## src/design/espp_pkg.sv

```systemverilog
package espp_pkg;

    localparam int DEF_MAX_SEQ_CHARS = 16;
    localparam int DEF_PARAM_SLOTS   = 3;
    localparam int DEF_QUEUE_DEPTH   = 2;

    localparam logic [7:0] CH_VSYNC = 8'hFE;
    localparam logic [7:0] CH_ESC   = 8'h1B;
    localparam logic [7:0] CH_HASH  = 8'h23;
    localparam logic [7:0] CH_SEMI  = 8'h3B;
    localparam logic [7:0] CH_ZERO  = 8'h30;
    localparam logic [7:0] CH_NINE  = 8'h39;
    localparam logic [7:0] CH_UP_A  = 8'h41;
    localparam logic [7:0] CH_UP_Z  = 8'h5A;
    localparam logic [7:0] CH_LO_A  = 8'h61;
    localparam logic [7:0] CH_LO_Z  = 8'h7A;

    localparam logic [7:0] LT_VERSION   = 8'h76; // 'v'
    localparam logic [7:0] LT_M_PRESS   = 8'h42; // 'B'
    localparam logic [7:0] LT_M_RELEASE = 8'h52; // 'R'
    localparam logic [7:0] LT_M_MOVE    = 8'h4D; // 'M'
    localparam logic [7:0] LT_J_PRESS   = 8'h4A; // 'J'
    localparam logic [7:0] LT_J_RELEASE = 8'h4B; // 'K'
    localparam logic [7:0] LT_COLLISION = 8'h63; // 'c'

    localparam logic [15:0] DEC_RADIX = 16'd10;

    typedef enum logic [3:0] {
        EV_VSYNC     = 4'd0,
        EV_KEY       = 4'd1,
        EV_VERSION   = 4'd2,
        EV_M_PRESS   = 4'd3,
        EV_M_RELEASE = 4'd4,
        EV_M_MOVE    = 4'd5,
        EV_J_PRESS   = 4'd6,
        EV_J_RELEASE = 4'd7,
        EV_COLLISION = 4'd8,
        EV_INVALID   = 4'd9
    } t_event_kind;

    typedef enum logic [2:0] {
        CLS_VSYNC,
        CLS_ESC,
        CLS_HASH,
        CLS_SEMI,
        CLS_DIGIT,
        CLS_LETTER,
        CLS_OTHER
    } t_cls;

    typedef struct packed {
        t_cls        cls;
        t_event_kind kind;
        logic [7:0]  data;
    } t_token;

    typedef struct packed {
        t_event_kind        kind;
        logic [7:0]         key_code;
        logic signed [15:0] field_a;
        logic signed [15:0] field_b;
        logic signed [15:0] field_c;
        logic               separation;
    } t_event;

endpackage

```

## src/design/espp_front.sv

```systemverilog
module espp_front (
    input  logic [7:0]      i_byte,
    output espp_pkg::t_token o_tok
);
    import espp_pkg::*;

    t_cls        cls;
    t_event_kind kind;

    always_comb begin
        priority if (i_byte == CH_VSYNC) begin
            cls = CLS_VSYNC;
        end else if (i_byte == CH_ESC) begin
            cls = CLS_ESC;
        end else if (i_byte == CH_HASH) begin
            cls = CLS_HASH;
        end else if (i_byte == CH_SEMI) begin
            cls = CLS_SEMI;
        end else if (i_byte >= CH_ZERO && i_byte <= CH_NINE) begin
            cls = CLS_DIGIT;
        end else if ((i_byte >= CH_UP_A && i_byte <= CH_UP_Z) ||
                     (i_byte >= CH_LO_A && i_byte <= CH_LO_Z)) begin
            cls = CLS_LETTER;
        end else begin
            cls = CLS_OTHER;
        end
    end

    // letter decode; only meaningful when cls is CLS_LETTER
    always_comb begin
        unique case (i_byte)
            LT_VERSION:   kind = EV_VERSION;
            LT_M_PRESS:   kind = EV_M_PRESS;
            LT_M_RELEASE: kind = EV_M_RELEASE;
            LT_M_MOVE:    kind = EV_M_MOVE;
            LT_J_PRESS:   kind = EV_J_PRESS;
            LT_J_RELEASE: kind = EV_J_RELEASE;
            LT_COLLISION: kind = EV_COLLISION;
            default:      kind = EV_INVALID;
        endcase
    end

    assign o_tok = '{cls: cls, kind: kind, data: i_byte};

endmodule

```

## src/design/espp_queue.sv

```systemverilog
module espp_queue #(
    parameter int WIDTH = 8,
    parameter int DEPTH = 2
) (
    input  logic             i_clk,
    input  logic             i_rst_n,
    input  logic             i_push,
    input  logic [WIDTH-1:0] i_data,
    output logic             o_full,
    input  logic             i_pop,
    output logic             o_valid,
    output logic [WIDTH-1:0] o_data
);
    localparam int PW = (DEPTH > 1) ? $clog2(DEPTH) : 1;
    localparam int CW = $clog2(DEPTH + 1);
    localparam logic [PW-1:0] LAST = PW'(DEPTH - 1);
    localparam logic [CW-1:0] FULL = CW'(DEPTH);

    logic [WIDTH-1:0] r_mem [DEPTH];
    logic [PW-1:0]    r_wr_ptr, n_wr_ptr;
    logic [PW-1:0]    r_rd_ptr, n_rd_ptr;
    logic [CW-1:0]    r_count, n_count;
    logic             do_push, do_pop;

    assign o_full  = (r_count == FULL);
    assign o_valid = (r_count != '0);
    assign o_data  = r_mem[r_rd_ptr];
    assign do_push = i_push && !o_full;
    assign do_pop  = i_pop && o_valid;

    always_comb begin
        n_wr_ptr = r_wr_ptr;
        n_rd_ptr = r_rd_ptr;
        n_count  = r_count;
        if (do_push) begin
            n_wr_ptr = (r_wr_ptr == LAST) ? '0 : r_wr_ptr + PW'(1);
        end
        if (do_pop) begin
            n_rd_ptr = (r_rd_ptr == LAST) ? '0 : r_rd_ptr + PW'(1);
        end
        if (do_push && !do_pop) begin
            n_count = r_count + CW'(1);
        end else if (do_pop && !do_push) begin
            n_count = r_count - CW'(1);
        end
    end

    always_ff @(posedge i_clk) begin
        if (!i_rst_n) begin
            r_wr_ptr <= '0;
            r_rd_ptr <= '0;
            r_count  <= '0;
        end else begin
            r_wr_ptr <= n_wr_ptr;
            r_rd_ptr <= n_rd_ptr;
            r_count  <= n_count;
        end
    end

    always_ff @(posedge i_clk) begin
        if (do_push) begin
            r_mem[r_wr_ptr] <= i_data;
        end
    end

endmodule

```

## src/design/espp_back.sv

```systemverilog
module espp_back #(
    parameter int MAX_SEQ_CHARS = espp_pkg::DEF_MAX_SEQ_CHARS,
    parameter int PARAM_SLOTS   = espp_pkg::DEF_PARAM_SLOTS
) (
    input  logic             i_clk,
    input  logic             i_rst_n,
    input  logic             i_tok_valid,
    input  espp_pkg::t_token i_tok,
    output logic             o_tok_pop,
    output logic             o_out_valid,
    input  logic             i_out_ready,
    output espp_pkg::t_event o_evt
);
    import espp_pkg::*;

    localparam int CW = $clog2(MAX_SEQ_CHARS + 1);
    localparam int IW = $clog2(PARAM_SLOTS + 1);
    localparam logic [CW-1:0] MAX_C   = CW'(MAX_SEQ_CHARS);
    localparam logic [IW-1:0] SLOTS_C = IW'(PARAM_SLOTS);

    typedef enum logic [1:0] {
        ST_IDLE,
        ST_HASH,
        ST_PARAMS
    } t_mode;

    t_mode         r_mode, n_mode;
    logic [15:0]   r_acc, n_acc;
    logic [15:0]   r_slot [PARAM_SLOTS];
    logic [15:0]   n_slot [PARAM_SLOTS];
    logic [IW-1:0] r_idx, n_idx;
    logic [CW-1:0] r_cnt, n_cnt;
    logic          r_out_valid, n_out_valid;
    t_event        r_evt, n_evt;

    logic          pop;
    logic [3:0]    digit;
    logic [15:0]   p0, p1, p2;

    assign pop   = i_tok_valid && (!r_out_valid || i_out_ready);
    assign digit = 4'(i_tok.data - CH_ZERO);

    // parameters as seen by a terminating letter: the pending value lands first
    assign p0 = (r_idx == IW'(0)) ? r_acc : r_slot[0];
    assign p1 = (r_idx == IW'(1)) ? r_acc : r_slot[1];
    assign p2 = (r_idx == IW'(2)) ? r_acc : r_slot[2];

    always_comb begin
        n_mode      = r_mode;
        n_acc       = r_acc;
        n_slot      = r_slot;
        n_idx       = r_idx;
        n_cnt       = r_cnt;
        n_out_valid = r_out_valid && !i_out_ready;
        n_evt       = r_evt;
        if (pop) begin
            unique case (r_mode)
                ST_HASH: begin
                    if (i_tok.cls == CLS_HASH) begin
                        n_mode = ST_PARAMS;
                        n_acc  = '0;
                        n_idx  = '0;
                        n_cnt  = '0;
                        for (int k = 0; k < PARAM_SLOTS; k++) begin
                            n_slot[k] = '0;
                        end
                    end else begin
                        n_mode = ST_IDLE;
                    end
                end
                ST_PARAMS: begin
                    if (r_cnt >= MAX_C) begin
                        n_mode = ST_IDLE;   // overlong sequence, dropped
                    end else begin
                        n_cnt = r_cnt + CW'(1);
                        unique case (i_tok.cls)
                            CLS_SEMI: begin
                                for (int k = 0; k < PARAM_SLOTS; k++) begin
                                    if (r_idx == IW'(k)) begin
                                        n_slot[k] = r_acc;
                                    end
                                end
                                if (r_idx < SLOTS_C) begin
                                    n_idx = r_idx + IW'(1);
                                end
                                n_acc = '0;
                            end
                            CLS_DIGIT: begin
                                n_acc = r_acc * DEC_RADIX + 16'(digit);
                            end
                            CLS_LETTER: begin
                                n_mode      = ST_IDLE;
                                n_out_valid = 1'b1;
                                n_evt       = '0;
                                n_evt.kind  = i_tok.kind;
                                unique case (i_tok.kind)
                                    EV_VERSION, EV_M_PRESS, EV_M_RELEASE, EV_M_MOVE: begin
                                        n_evt.field_a = p0;
                                        n_evt.field_b = p1;
                                        n_evt.field_c = p2;
                                    end
                                    EV_J_PRESS, EV_J_RELEASE: begin
                                        n_evt.field_a = p0;
                                    end
                                    EV_COLLISION: begin
                                        n_evt.field_b    = p1;
                                        n_evt.field_c    = p2;
                                        n_evt.separation = (p0 != '0);
                                    end
                                    default: begin
                                        n_evt.kind = EV_INVALID;
                                    end
                                endcase
                            end
                            default: begin
                            end
                        endcase
                    end
                end
                default: begin
                    n_mode = ST_IDLE;
                    if (i_tok.cls == CLS_VSYNC) begin
                        n_out_valid = 1'b1;
                        n_evt       = '0;
                        n_evt.kind  = EV_VSYNC;
                    end else if (i_tok.cls == CLS_ESC) begin
                        n_mode = ST_HASH;
                    end else begin
                        n_out_valid    = 1'b1;
                        n_evt          = '0;
                        n_evt.kind     = EV_KEY;
                        n_evt.key_code = i_tok.data;
                    end
                end
            endcase
        end
    end

    always_ff @(posedge i_clk) begin
        if (!i_rst_n) begin
            r_mode      <= ST_IDLE;
            r_acc       <= '0;
            r_idx       <= '0;
            r_cnt       <= '0;
            r_out_valid <= 1'b0;
            for (int k = 0; k < PARAM_SLOTS; k++) begin
                r_slot[k] <= '0;
            end
        end else begin
            r_mode      <= n_mode;
            r_acc       <= n_acc;
            r_idx       <= n_idx;
            r_cnt       <= n_cnt;
            r_out_valid <= n_out_valid;
            r_slot      <= n_slot;
        end
        r_evt <= n_evt;
    end

    assign o_tok_pop   = pop;
    assign o_out_valid = r_out_valid;
    assign o_evt       = r_evt;

endmodule

```

## src/design/escape_sequence_event_parser_top.sv

```systemverilog
// Terminal escape-sequence event parser.
// Input channel (i_in_valid / o_in_ready / i_byte_in): one received byte per
// transfer. Output channel (o_out_valid / i_out_ready / event fields): at most
// one event per byte. Plain bytes give key events, 0xFE gives vsync, and
// ESC '#' <params> <letter> gives a decoded event.
// A classifier pushes tagged bytes into a QUEUE_DEPTH-entry queue; the parser
// pops one per cycle, while its single output register is free or being taken.
// Throughput: one byte per cycle while i_out_ready stays high, set by the
// parser's per-byte state update and the output register, which reloads in
// the cycle it is taken. With an empty queue, a byte's event passes through
// the queue entry and then the output register before o_out_valid rises.
// When the receiver stalls, the held event stays put and the queue absorbs up
// to QUEUE_DEPTH more bytes; o_in_ready drops once it is full.
// Reset (synchronous, active low) empties the queue, drops any held event and
// returns the parser to idle with cleared parameters.
module escape_sequence_event_parser_top #(
    parameter int MAX_SEQ_CHARS = espp_pkg::DEF_MAX_SEQ_CHARS,
    parameter int PARAM_SLOTS   = espp_pkg::DEF_PARAM_SLOTS,
    parameter int QUEUE_DEPTH   = espp_pkg::DEF_QUEUE_DEPTH
) (
    input  logic               i_clk,
    input  logic               i_rst_n,
    input  logic               i_in_valid,
    output logic               o_in_ready,
    input  logic [7:0]         i_byte_in,
    output logic               o_out_valid,
    input  logic               i_out_ready,
    output logic [3:0]         o_event_kind,
    output logic [7:0]         o_key_code,
    output logic signed [15:0] o_field_a,
    output logic signed [15:0] o_field_b,
    output logic signed [15:0] o_field_c,
    output logic               o_separation
);
    import espp_pkg::*;

    t_token tok_in, tok_out;
    logic   q_full, q_valid, q_pop;
    t_event evt;

    espp_front u_front (
        .i_byte (i_byte_in),
        .o_tok  (tok_in)
    );

    espp_queue #(
        .WIDTH ($bits(t_token)),
        .DEPTH (QUEUE_DEPTH)
    ) u_queue (
        .i_clk   (i_clk),
        .i_rst_n (i_rst_n),
        .i_push  (i_in_valid),
        .i_data  (tok_in),
        .o_full  (q_full),
        .i_pop   (q_pop),
        .o_valid (q_valid),
        .o_data  (tok_out)
    );

    espp_back #(
        .MAX_SEQ_CHARS (MAX_SEQ_CHARS),
        .PARAM_SLOTS   (PARAM_SLOTS)
    ) u_back (
        .i_clk       (i_clk),
        .i_rst_n     (i_rst_n),
        .i_tok_valid (q_valid),
        .i_tok       (tok_out),
        .o_tok_pop   (q_pop),
        .o_out_valid (o_out_valid),
        .i_out_ready (i_out_ready),
        .o_evt       (evt)
    );

    assign o_in_ready   = !q_full;
    assign o_event_kind = evt.kind;
    assign o_key_code   = evt.key_code;
    assign o_field_a    = evt.field_a;
    assign o_field_b    = evt.field_b;
    assign o_field_c    = evt.field_c;
    assign o_separation = evt.separation;

endmodule

```

## config.mk

```make
export PLATFORM = sky130hd
export DESIGN_NAME = escape_sequence_event_parser_top
export DESIGN_NICKNAME = d
export VERILOG_FILES = /design/src/design/espp_pkg.sv /design/src/design/espp_front.sv /design/src/design/espp_queue.sv /design/src/design/espp_back.sv /design/src/design/escape_sequence_event_parser_top.sv
export SDC_FILE = /design/constraint.sdc
export NUM_CORES = 1
export LEC_CHECK = 0
export BUFFER_PORTS_ARGS = -buffer_cell sky130_fd_sc_hd__buf_2
export CORE_MARGIN = 10
export CORE_UTILIZATION = 30
export CTS_CLUSTER_DIAMETER = 80
export DETAILED_ROUTE_END_ITERATION = 16
export SYNTH_ARGS = -nofsm -noshare
export SYNTH_HDL_FRONTEND = slang
export SYNTH_HIERARCHICAL = 1
export SYNTH_SLANG_ARGS = --single-unit
```

## constraint.sdc

```tcl
create_clock -name i_clk -period 7.9 [get_ports i_clk]
set_input_delay 0.395 -clock i_clk [delete_from_list [all_inputs] [get_ports i_clk]]
set_output_delay 0.395 -clock i_clk [all_outputs]
set_load 0.05 [all_outputs]
```

==> impl_metrics.py, run 1 <==
metrics = {
    "status": {
        "status": "complete, no violations",
    },
    "timing": {
        "rsz0062_at_grt": "no",
        "maxSlewHeadroom_pct": 20.2,
        "hold_violations": 0,
        "finalMaxSlewViolations": 0,
        "setup_ws_ps": 4580,
        "max_freq_ghz": 0.301,
        "worst_pin_slew_ps": 1200,
        "fin_tns_setup_ps": 0,
        "period_share_pct": 42.1,
        "fin_crit_ps": 3320,
        "setup-violations-final": 0,
        "fin_skew_ps": 16.4,
    },
    "global_route": {
        "grt_pass1_vias": 5841,
        "antenna_found_initial": 1,
        "grt_pass1_wl_mm": 31.5,
        "grt.overflow.total": 0,
        "grt_usage_pct": 10.9,
        "grt_start_max_net_pins": 76,
    },
    "clocking": {
        "cts_resized": 0,
        "cts_buffers": 17,
        "clk-insertion-delay-late_ps": 430,
        "htreeDepth": 4,
        "cts_tree": "done",
        "cts_hold_buf": 0,
        "path_clk_slew_ps": 60,
        "cts-root-buf": "clkbuf_16",
        "clockBufferDepth": 2,
        "clock-sinks": 170,
        "post_cts_buffers": 0,
    },
    "floorplan": {
        "rows": 61,
        "fp.dieH_um": 188,
        "initial_utilization_pct": 30.5,
        "core-area_sq_um": 27900,
        "dieWidth_um": 188,
        "die-area_sq_um": 35400,
        "pin_count": 75,
    },
    "cells_and_area": {
        "area_delta_synth_final_pct": 14.5,
        "drive_gt1_share_pct": 18.0,
        "stdcell_area_sq_um": 9710,
        "fin_nets": 859,
        "antenna_cells": 0,
        "stdcell_count": 1201,
    },
    "synth": {
        "yosysSeqAreaShare_pct": 50.9,
        "syn_area_per_cell_sq_um": 11.0,
        "synth_common_cells": "edfxtp_1 (91), dfxtp_1 (79), nor2_1 (70), nor2b_1 (62), a22oi_1 (59)",
        "synth-edff-count": 91,
        "synthArstFlopShare_pct": 0,
        "yosys.area.top_type": "edfxtp_1",
        "synthMostInstantiatedCell": "edfxtp_1",
        "syn_inst": 773,
        "yosysTopAreaCellShare_pct": 32.2,
        "synth_area_leaders": "edfxtp_1 (32%), dfxtp_1 (19%), mux2i_1 (6.0%), a22oi_1 (5.2%), ha_1 (5.2%)",
        "synth_nets": 822,
        "synth.distinct_cells": 76,
        "ys_warn_count": 6,
        "syn_area_sq_um": 8480,
        "ys_ff_latch": 170,
        "synth_flop_cell": "edfxtp_1",
    },
    "job": {
        "cap_violations": 0,
    },
    "setup_path": {
        "cp-start-kind": "register",
        "crit_top_cell": "ha_1",
        "end_kind": "register",
        "cp_top_family": "compound AO/OA/AOI/OAI gates",
        "max_stage_delay_ps": 560,
        "critical_path_class": "register to register",
        "slowest_stage": "dfxtp_1",
        "crit_fanout": 11,
        "crit_buf_inv": 0,
        "arrival_ps": 3670,
        "path_cells": "ha_1, ha_1, fa_1, a21o_1, a221oi_2, xnor2_2, nand3_2, nor4b_4, a311oi_1, o31ai_2",
        "worstPathRequired_ps": 8240,
    },
    "placed_design": {
        "dp_hpwl_mm": 13.0,
        "io_buffers": 74,
        "gp_congestion": 0.815,
        "placed_cell_area_sq_um": 9080,
        "dpl.cell_count": 1169,
        "place_ws_ps": 4560,
    },
    "route": {
        "wirelength_mm": 19.0,
        "antenna_left": 0,
        "num_vias": 5798,
        "viasPerCell": 4.83,
        "post-route-drc-count": 0,
        "first_iter_violations": 454,
        "drt_pass1_iterations": 5,
        "post_drt_wl_per_cell_um": 15.8,
    },
    "power_and_ir_drop": {
        "peakVddDrop_v": 0.000176,
        "p_per_area_nw_per_um2": 292,
        "leakage_nw": 3.52,
    },
    "min_path": {
        "hold_class": "primary input to register",
    },
}
## flip-flops by register name (all words and copies together), names as in the netlist, 2 cells and up, named ones only
register,cells
u_back/r_mode,2
u_back/r_slot,48
u_back/r_idx,2
u_back/r_acc,16
u_queue/r_mem,30
u_back/r_cnt,5
u_queue/r_count,2
u_back/o_evt,61
## logic make-up after synthesis
group                    Yosys count  share of synthesized area (%)
flip-flops                       170                           50.9
AO/OA/AOI/OAI                    137                           11.6
buffers and inverters             81                           4.44
AND/OR/NAND/NOR                  255                           16.5
XOR/XNOR                          27                           2.96
adder cells (fa/ha/maj)           37                           5.63
multiplexers                      66                           8.01
## cells in the final DEF (no fill, tap or decap), types with 5 or more instances in the layout
cell / count
nor3_1: 11
edfxtp_1: 91
and2_1: 17
o21ai_0: 13
a21oi_1: 15
nor2b_1: 62
nor2_1: 69
xor2_1: 11
a22oi_1: 59
a21o_1: 5
mux2i_1: 51
buf_2: 74
or3_1: 5
inv_1: 15
dfxtp_1: 79
nor4_1: 11
mux2_2: 15
ha_1: 35
and3_1: 9
nand3_1: 12
o21ai_1: 8
nand4_1: 5
clkbuf_16: 18
nand2b_1: 7
buf_4: 8
xnor2_1: 14
nand2_1: 24
## where the power goes
group          internal [mW]  leakage (nW)  switching [mW]
Combinational          0.163          1.72           0.626
Clock                  0.533         0.299           0.337
Sequential              1.13          1.50          0.0518
Total                   1.82          3.52            1.01
## layout make-up
type                       instances  area [sq um]
timing repair buffer              82           430
tap                              378           473
sequential                       170          4310
multi-input combinational        522          3800
fill                            2759         18100
inverter                          17          63.8
clock inverter                    10           140
clock buffer                      22           485
## layer usage
metal	track usage, %	part of all wire (%)	vias up
li1	-	-	2866
met1	13.6	47	2814
met5	0	0.11	-
met4	3.97	1.7	2
met3	2.34	3.3	20
met2	18.0	48	96
## worst paths after layout
path,cells past startpoint,to,slack (ps),from
worst min-delay path,1,u_queue/r_mem[1][7],240,i_byte_in[7]
worst min register to register,2,u_back/r_mode[1],500,u_back/r_mode[1]
worst max-delay path,10,u_back/r_acc[15],4580,u_back/r_acc[1]
worst max register to register,10,u_back/r_acc[15],4580,u_back/r_acc[1]
## stage by stage
stage,total power [mW],util (%),hold slack (ps)
final,2.84,34.9,245
after CTS,2.88,34.9,223
after floorplan,1.82,-,458
after global placement,1.99,32.6,474
after detailed placement,2.00,32.6,485
after global routing,2.96,34.9,245
Power figures use the tool's default switching activity.
==> run 2: changes to the inputs <==
Settings changed: ABC_AREA from default to 1.
Clock period 7.9 ns to 3.1 ns, I/O delays scaled along.
==> run 2 against run 1 <==
Cell area up 4.2%. Cell count rose by 23%. Combinational power increased to 4.7 times the previous value. Largest cell class unchanged. Core utilization is 0.50 points higher. Critical endpoint is now u_back/o_evt[0]. Fmax is 14% higher.
==> impl_metrics.py, run 2 <==
metrics = {
    "synth": {
        "synth_common_cells": "nor2_1 (191), nand2_1 (153), edfxtp_1 (91), inv_1 (82), dfxtp_1 (79)",
        "ys_ff_latch": 170,
        "ys_warn_count": 6,
        "synth_flop_cell": "edfxtp_1",
        "synth_nets": 1060,
        "yosys.area.top_type": "edfxtp_1",
        "synth-edff-count": 91,
        "syn_inst": 1011,
        "synth_area_leaders": "edfxtp_1 (32%), dfxtp_1 (18%), nor2_1 (8.3%), nand2_1 (6.6%), ha_1 (5.1%)",
        "synthMostInstantiatedCell": "nor2_1",
        "synthArstFlopShare_pct": 0,
        "yosysTopAreaCellShare_pct": 31.6,
        "yosysSeqAreaShare_pct": 49.8,
        "synth.distinct_cells": 46,
        "syn_area_per_cell_sq_um": 8.57,
        "syn_area_sq_um": 8660,
    },
    "cells_and_area": {
        "area_delta_synth_final_pct": 16.9,
        "final_cell_mix": "nor2_1 (191), nand2_1 (153), edfxtp_1 (91)",
        "layout_commonest_cell": "nor2_1",
        "fin_nets": 1133,
        "nFillCells": 2917,
        "stdcell_area_sq_um": 10100,
        "antenna_cells": 0,
        "stdcell_count": 1481,
        "largest_reg_flops": 61,
        "drive_gt1_share_pct": 16.1,
        "utilization_pct": 35.4,
    },
    "power_and_ir_drop": {
        "p_total_mw": 9.26,
        "peakVddDrop_v": 0.000480,
        "leakage_nw": 4.28,
        "p_per_area_nw_per_um2": 915,
    },
    "job": {
        "cap_violations": 0,
    },
    "clocking": {
        "cts_buffers": 17,
        "htreeDepth": 4,
        "clock-sinks": 170,
        "cts_hold_buf": 6,
        "cts_tree": "done",
        "cts_resized": 0,
        "clk-insertion-delay-late_ps": 430,
        "cts-root-buf": "clkbuf_16",
        "clockBufferDepth": 2,
        "post_cts_buffers": 0,
        "path_clk_slew_ps": 70,
    },
    "route": {
        "antenna_left": 0,
        "post_drt_wl_per_cell_um": 14.7,
        "num_vias": 7064,
        "drt_pass1_iterations": 5,
        "viasPerCell": 4.77,
        "wirelength_mm": 21.8,
        "post-route-drc-count": 0,
        "first_iter_violations": 559,
    },
    "min_path": {
        "hold_class": "primary input to register",
    },
    "setup_path": {
        "arrival_ps": 3070,
        "path_cells": "inv_1, ha_1, mux2i_1, nand4_1, nor4_1, nor3_1",
        "critical_path_class": "register to register",
        "end_kind": "register",
        "max_stage_delay_ps": 800,
        "slowest_stage": "ha_1",
        "cp-start-kind": "register",
        "worstPathRequired_ps": 3250,
        "crit_fanout": 18,
    },
    "timing": {
        "finalMaxSlewViolations": 0,
        "setup-violations-final": 0,
        "setup_ws_ps": 186,
        "hold_violations": 0,
        "fin_crit_ps": 2910,
        "period_share_pct": 94.0,
        "maxSlewHeadroom_pct": 36.5,
        "max_freq_ghz": 0.343,
        "rsz0062_at_grt": "no",
        "fin_skew_ps": 16.0,
        "worst_pin_slew_ps": 952,
    },
    "floorplan": {
        "die-area_sq_um": 36100,
        "fp.dieH_um": 190,
        "pin_count": 75,
        "initial_utilization_pct": 30.3,
        "core-area_sq_um": 28600,
        "dieWidth_um": 190,
        "rows": 62,
    },
    "placed_design": {
        "io_buffers": 74,
        "dp_hpwl_mm": 15.5,
        "gp_congestion": 0.920,
        "place_ws_ps": 206,
        "placed_cell_area_sq_um": 9450,
        "dpl.cell_count": 1443,
    },
    "global_route": {
        "grt_pass1_vias": 6714,
        "grt.overflow.total": 0,
        "antenna_found_initial": 0,
        "grt_pass1_wl_mm": 34.8,
        "grt_usage_pct": 12.0,
        "grt_start_max_net_pins": 42,
    },
    "status": {
        "status": "complete, no violations",
    },
}
==> run 2: cell types whose count changed in the layout (fill, tap and decap cells not counted), sizes merged, moves of 55 or more <==
cell,before,now
nor2b,62,0
a22oi,59,0
inv,16,95
a21oi,16,71
nor2,70,198
nand2,25,157
==> run 2: cells by family (layout without fill, tap and decap cells) <==
group           after synthesis  in the layout  share of synthesized area, %
mux                          29             29                          4.00
xor+xnor                      2              2                         0.202
flops                       170            170                          49.8
buf+inv                     141            227                          7.12
compound gates              151            151                          9.35
simple gates                481            481                          24.0
fa+ha+maj                    37             37                          5.52
==> run 2: final cells by class <==
cell class / count / area (sq um) / share of cell area (%)
Tap cell: 384 / 480 / 4.75
Multi-Input combinational cell: 700 / 3770 / 37.2
Clock buffer: 17 / 425 / 4.20
Timing Repair Buffer: 103 / 603 / 5.96
Inverter: 92 / 345 / 3.41
Clock inverter: 15 / 184 / 1.82
Sequential cell: 170 / 4320 / 42.6
==> run 2: routing by layer <==
metal  track usage (%)  vias up  part of all wire [%]
li1                  -     3556                     -
met1              15.7     3300                    47
met2              19.0      178                    46
met3              3.02       30                   5.6
met4              4.00        0                   2.2
met5                 0        -                     0
==> run 2: metrics by stage <==
stage / TNS (ps) / hold slack [ps]
2_1_floorplan: -30410 / 276
3_3_place_gp: 0 / 402
3_5_place_dp: 0 / 410
4_1_cts: 0 / 6.38
5_1_grt: 0 / 23.6
6_report: 0 / 28.3
==> run 2: worst max-delay path: cells and delay by family (launching register included) <==
family / cells / cell delay [ps]
simple gates: 3 / 910
fa+ha+maj: 1 / 800
mux: 1 / 490
flops: 1 / 330
buf+inv: 1 / 120
==> run 2: final timing paths <==
kind | from | endpoint | depth (start not counted) | slack, ps
max | u_back/r_idx[0] | u_back/o_evt[0] | 6 | 190
min reg2reg | u_back/r_slot[38] | u_back/r_slot[38] | 2 | 490
max reg2reg | u_back/r_idx[0] | u_back/o_evt[0] | 6 | 190
min | i_byte_in[4] | u_queue/r_mem[1][4] | 1 | 30
==> run 2: report_power, final <==
group / switching (mW) / leakage [nW] / internal, mW / total (mW)
Sequential: 0.197 / 1.50 / 3.12 / 3.31
Clock: 0.989 / 0.289 / 1.22 / 2.21
Combinational: 2.85 / 2.49 / 0.888 / 3.73
Total: 4.03 / 4.28 / 5.22 / 9.26
==> run 3: changes to the inputs <==
Settings changed: CORE_ASPECT_RATIO from default to 1.1, PLACE_DENSITY from default to 0.48.
==> run 3 against run 2 <==
Setup slack better by 140 ps. Clock skew decreased by 8.0 ps. Clock-buffer cell count did not move. Register-to-register slack improved by 140 ps. Clock power is 7% lower. Routed wire length rose by 0.99%. Critical path type unchanged. Critical endpoint is now u_back/r_acc[12].
==> impl_metrics.py, run 3 (synthesis gave the netlist of run 2 again) <==
metrics = {
    "timing": {
        "worst_pin_slew_ps": 1080,
        "rsz0062_at_grt": "no",
        "finalMaxSlewViolations": 0,
        "hold_violations": 0,
        "max_freq_ghz": 0.360,
        "fin_skew_ps": 8.04,
        "maxSlewHeadroom_pct": 28.1,
        "fin_crit_ps": 2780,
        "setup-violations-final": 0,
        "period_share_pct": 89.5,
    },
    "cells_and_area": {
        "fin_nets": 1135,
        "final_cell_mix": "nor2_1 (191), nand2_1 (153), edfxtp_1 (91)",
        "stdcell_count": 1467,
        "layout_commonest_cell": "nor2_1",
        "stdcell_area_sq_um": 10100,
        "largest_reg_flops": 61,
        "utilization_pct": 35.3,
        "drive_gt1_share_pct": 16.3,
        "antenna_cells": 0,
        "area_delta_synth_final_pct": 16.4,
    },
    "min_path": {
        "hold_class": "primary input to register",
        "hold_depth": 3,
        "worstHoldEndpoint": "u_queue/r_count[1]",
        "worstHoldStart": "i_rst_n",
    },
    "clocking": {
        "post_cts_buffers": 0,
        "cts_buffers": 17,
        "path_clk_slew_ps": 70,
        "clock-sinks": 170,
        "clockBufferDepth": 2,
        "cts-root-buf": "clkbuf_16",
        "cts_hold_buf": 5,
        "cts_resized": 0,
        "cts_tree": "done",
        "htreeDepth": 4,
        "clk-insertion-delay-late_ps": 430,
    },
    "route": {
        "viasPerCell": 4.75,
        "post-route-drc-count": 0,
        "drt_pass1_iterations": 7,
        "antenna_left": 0,
        "wirelength_mm": 22.0,
        "num_vias": 6968,
        "first_iter_violations": 417,
        "post_drt_wl_per_cell_um": 15.0,
    },
    "floorplan": {
        "rows": 65,
        "pin_count": 75,
        "initial_utilization_pct": 30.3,
        "die-area_sq_um": 36100,
        "fp.dieH_um": 198,
        "core-area_sq_um": 28500,
        "dieWidth_um": 182,
    },
    "placed_design": {
        "placed_cell_area_sq_um": 9470,
        "gp_congestion": 0.860,
        "io_buffers": 74,
        "dpl.cell_count": 1430,
        "dp_hpwl_mm": 15.9,
    },
    "global_route": {
        "grt_start_max_net_pins": 70,
        "antenna_found_initial": 0,
        "grt_usage_pct": 12.0,
        "grt_pass1_wl_mm": 35.0,
        "grt.overflow.total": 0,
        "grt_pass1_vias": 6577,
    },
    "power_and_ir_drop": {
        "peakVddDrop_v": 0.000476,
        "p_per_area_nw_per_um2": 897,
        "leakage_nw": 4.27,
        "p_total_mw": 9.04,
    },
    "setup_path": {
        "end_kind": "register",
        "critical_path_class": "register to register",
        "reg2reg_to": "u_back/r_acc[12]",
        "arrival_ps": 3070,
        "worstPathRequired_ps": 3390,
        "crit_fanout": 6,
        "r2r_start": "u_back/r_acc[3]",
        "rr_worst_depth": 14,
        "cp-start-kind": "register",
        "r2r_slack_ps": 320,
    },
    "job": {
        "cap_violations": 0,
    },
    "status": {
        "status": "complete, no violations",
    },
}
[run 3: changes by cell type in the layout (fill, tap and decap cells not counted), sizes merged]
cell	previous run	this run
buf	97	100
bufinv	2	1
clkinv	7	9
clkinvlp	3	2
dlygate4sd3	6	5
[run 3: report_power, final]
| part | internal (mW) | total [mW] | leakage (nW) | switching, mW |
|---|---|---|---|---|
| logic | 0.885 | 3.63 | 2.50 | 2.75 |
| registers | 3.12 | 3.35 | 1.50 | 0.230 |
| clock network | 1.12 | 2.06 | 0.273 | 0.937 |
| total | 5.12 | 9.04 | 4.27 | 3.91 |
[run 3: metal layers]
layer / global-route usage [%] / share of wire (%) / vias to the layer above
li1: - / - / 3563
met1: 14.8 / 45 / 3223
met2: 20.6 / 48 / 158
met3: 2.35 / 4.8 / 24
met4: 4.10 / 1.8 / 0
met5: 0 / 0 / -
[run 3: worst max path at each step]
stage | from | endpoint | slack, ps | cells after the start
floorplan | register | u_back/o_evt[0] | -500 | 5
global placement | u_back/r_acc[4] | u_back/r_acc[14] | 340 | 14
detailed placement | u_back/r_acc[4] | u_back/r_acc[12] | 350 | 13
CTS | u_back/r_acc[4] | u_back/r_acc[12] | 330 | 13
global route | u_back/r_acc[3] | u_back/r_acc[12] | 70 | 14
finish | u_back/r_acc[3] | u_back/r_acc[12] | 320 | 14
[run 3: stage by stage]
stage / setup TNS, ps / hold slack [ps] / setup WS (ps)
after detailed placement: 0 / 409 / 346
after floorplan: -30410 / 276 / -498
after global placement: 0 / 410 / 341
after CTS: 0 / 4.49 / 334
final: 0 / 10.0 / 324
after global routing: 0 / 17.1 / 70.5
[run 3: area by class of cell]
type                            instances  area, sq um
Clock buffer                           17          425
Clock inverter                         15          138
Fill cell                            2945        18500
Inverter                               92          345
Multi-Input combinational cell        700         3770
Sequential cell                       170         4320
Tap cell                              368          460
Timing Repair Buffer                  105          628
[run 3: critical path, stage by stage, from the launching register on]
cell     delay, ps
dfxtp_1        440
ha_1           280
ha_1           270
fa_1           550
nand2_1         60
inv_1           70
nand4_1        100
nand2_1        100
nand2_1         70
nor2_1         150
nand3_1        140
nor2_1         190
nor2_1          50
o21ai_0         80
a21oi_1        100
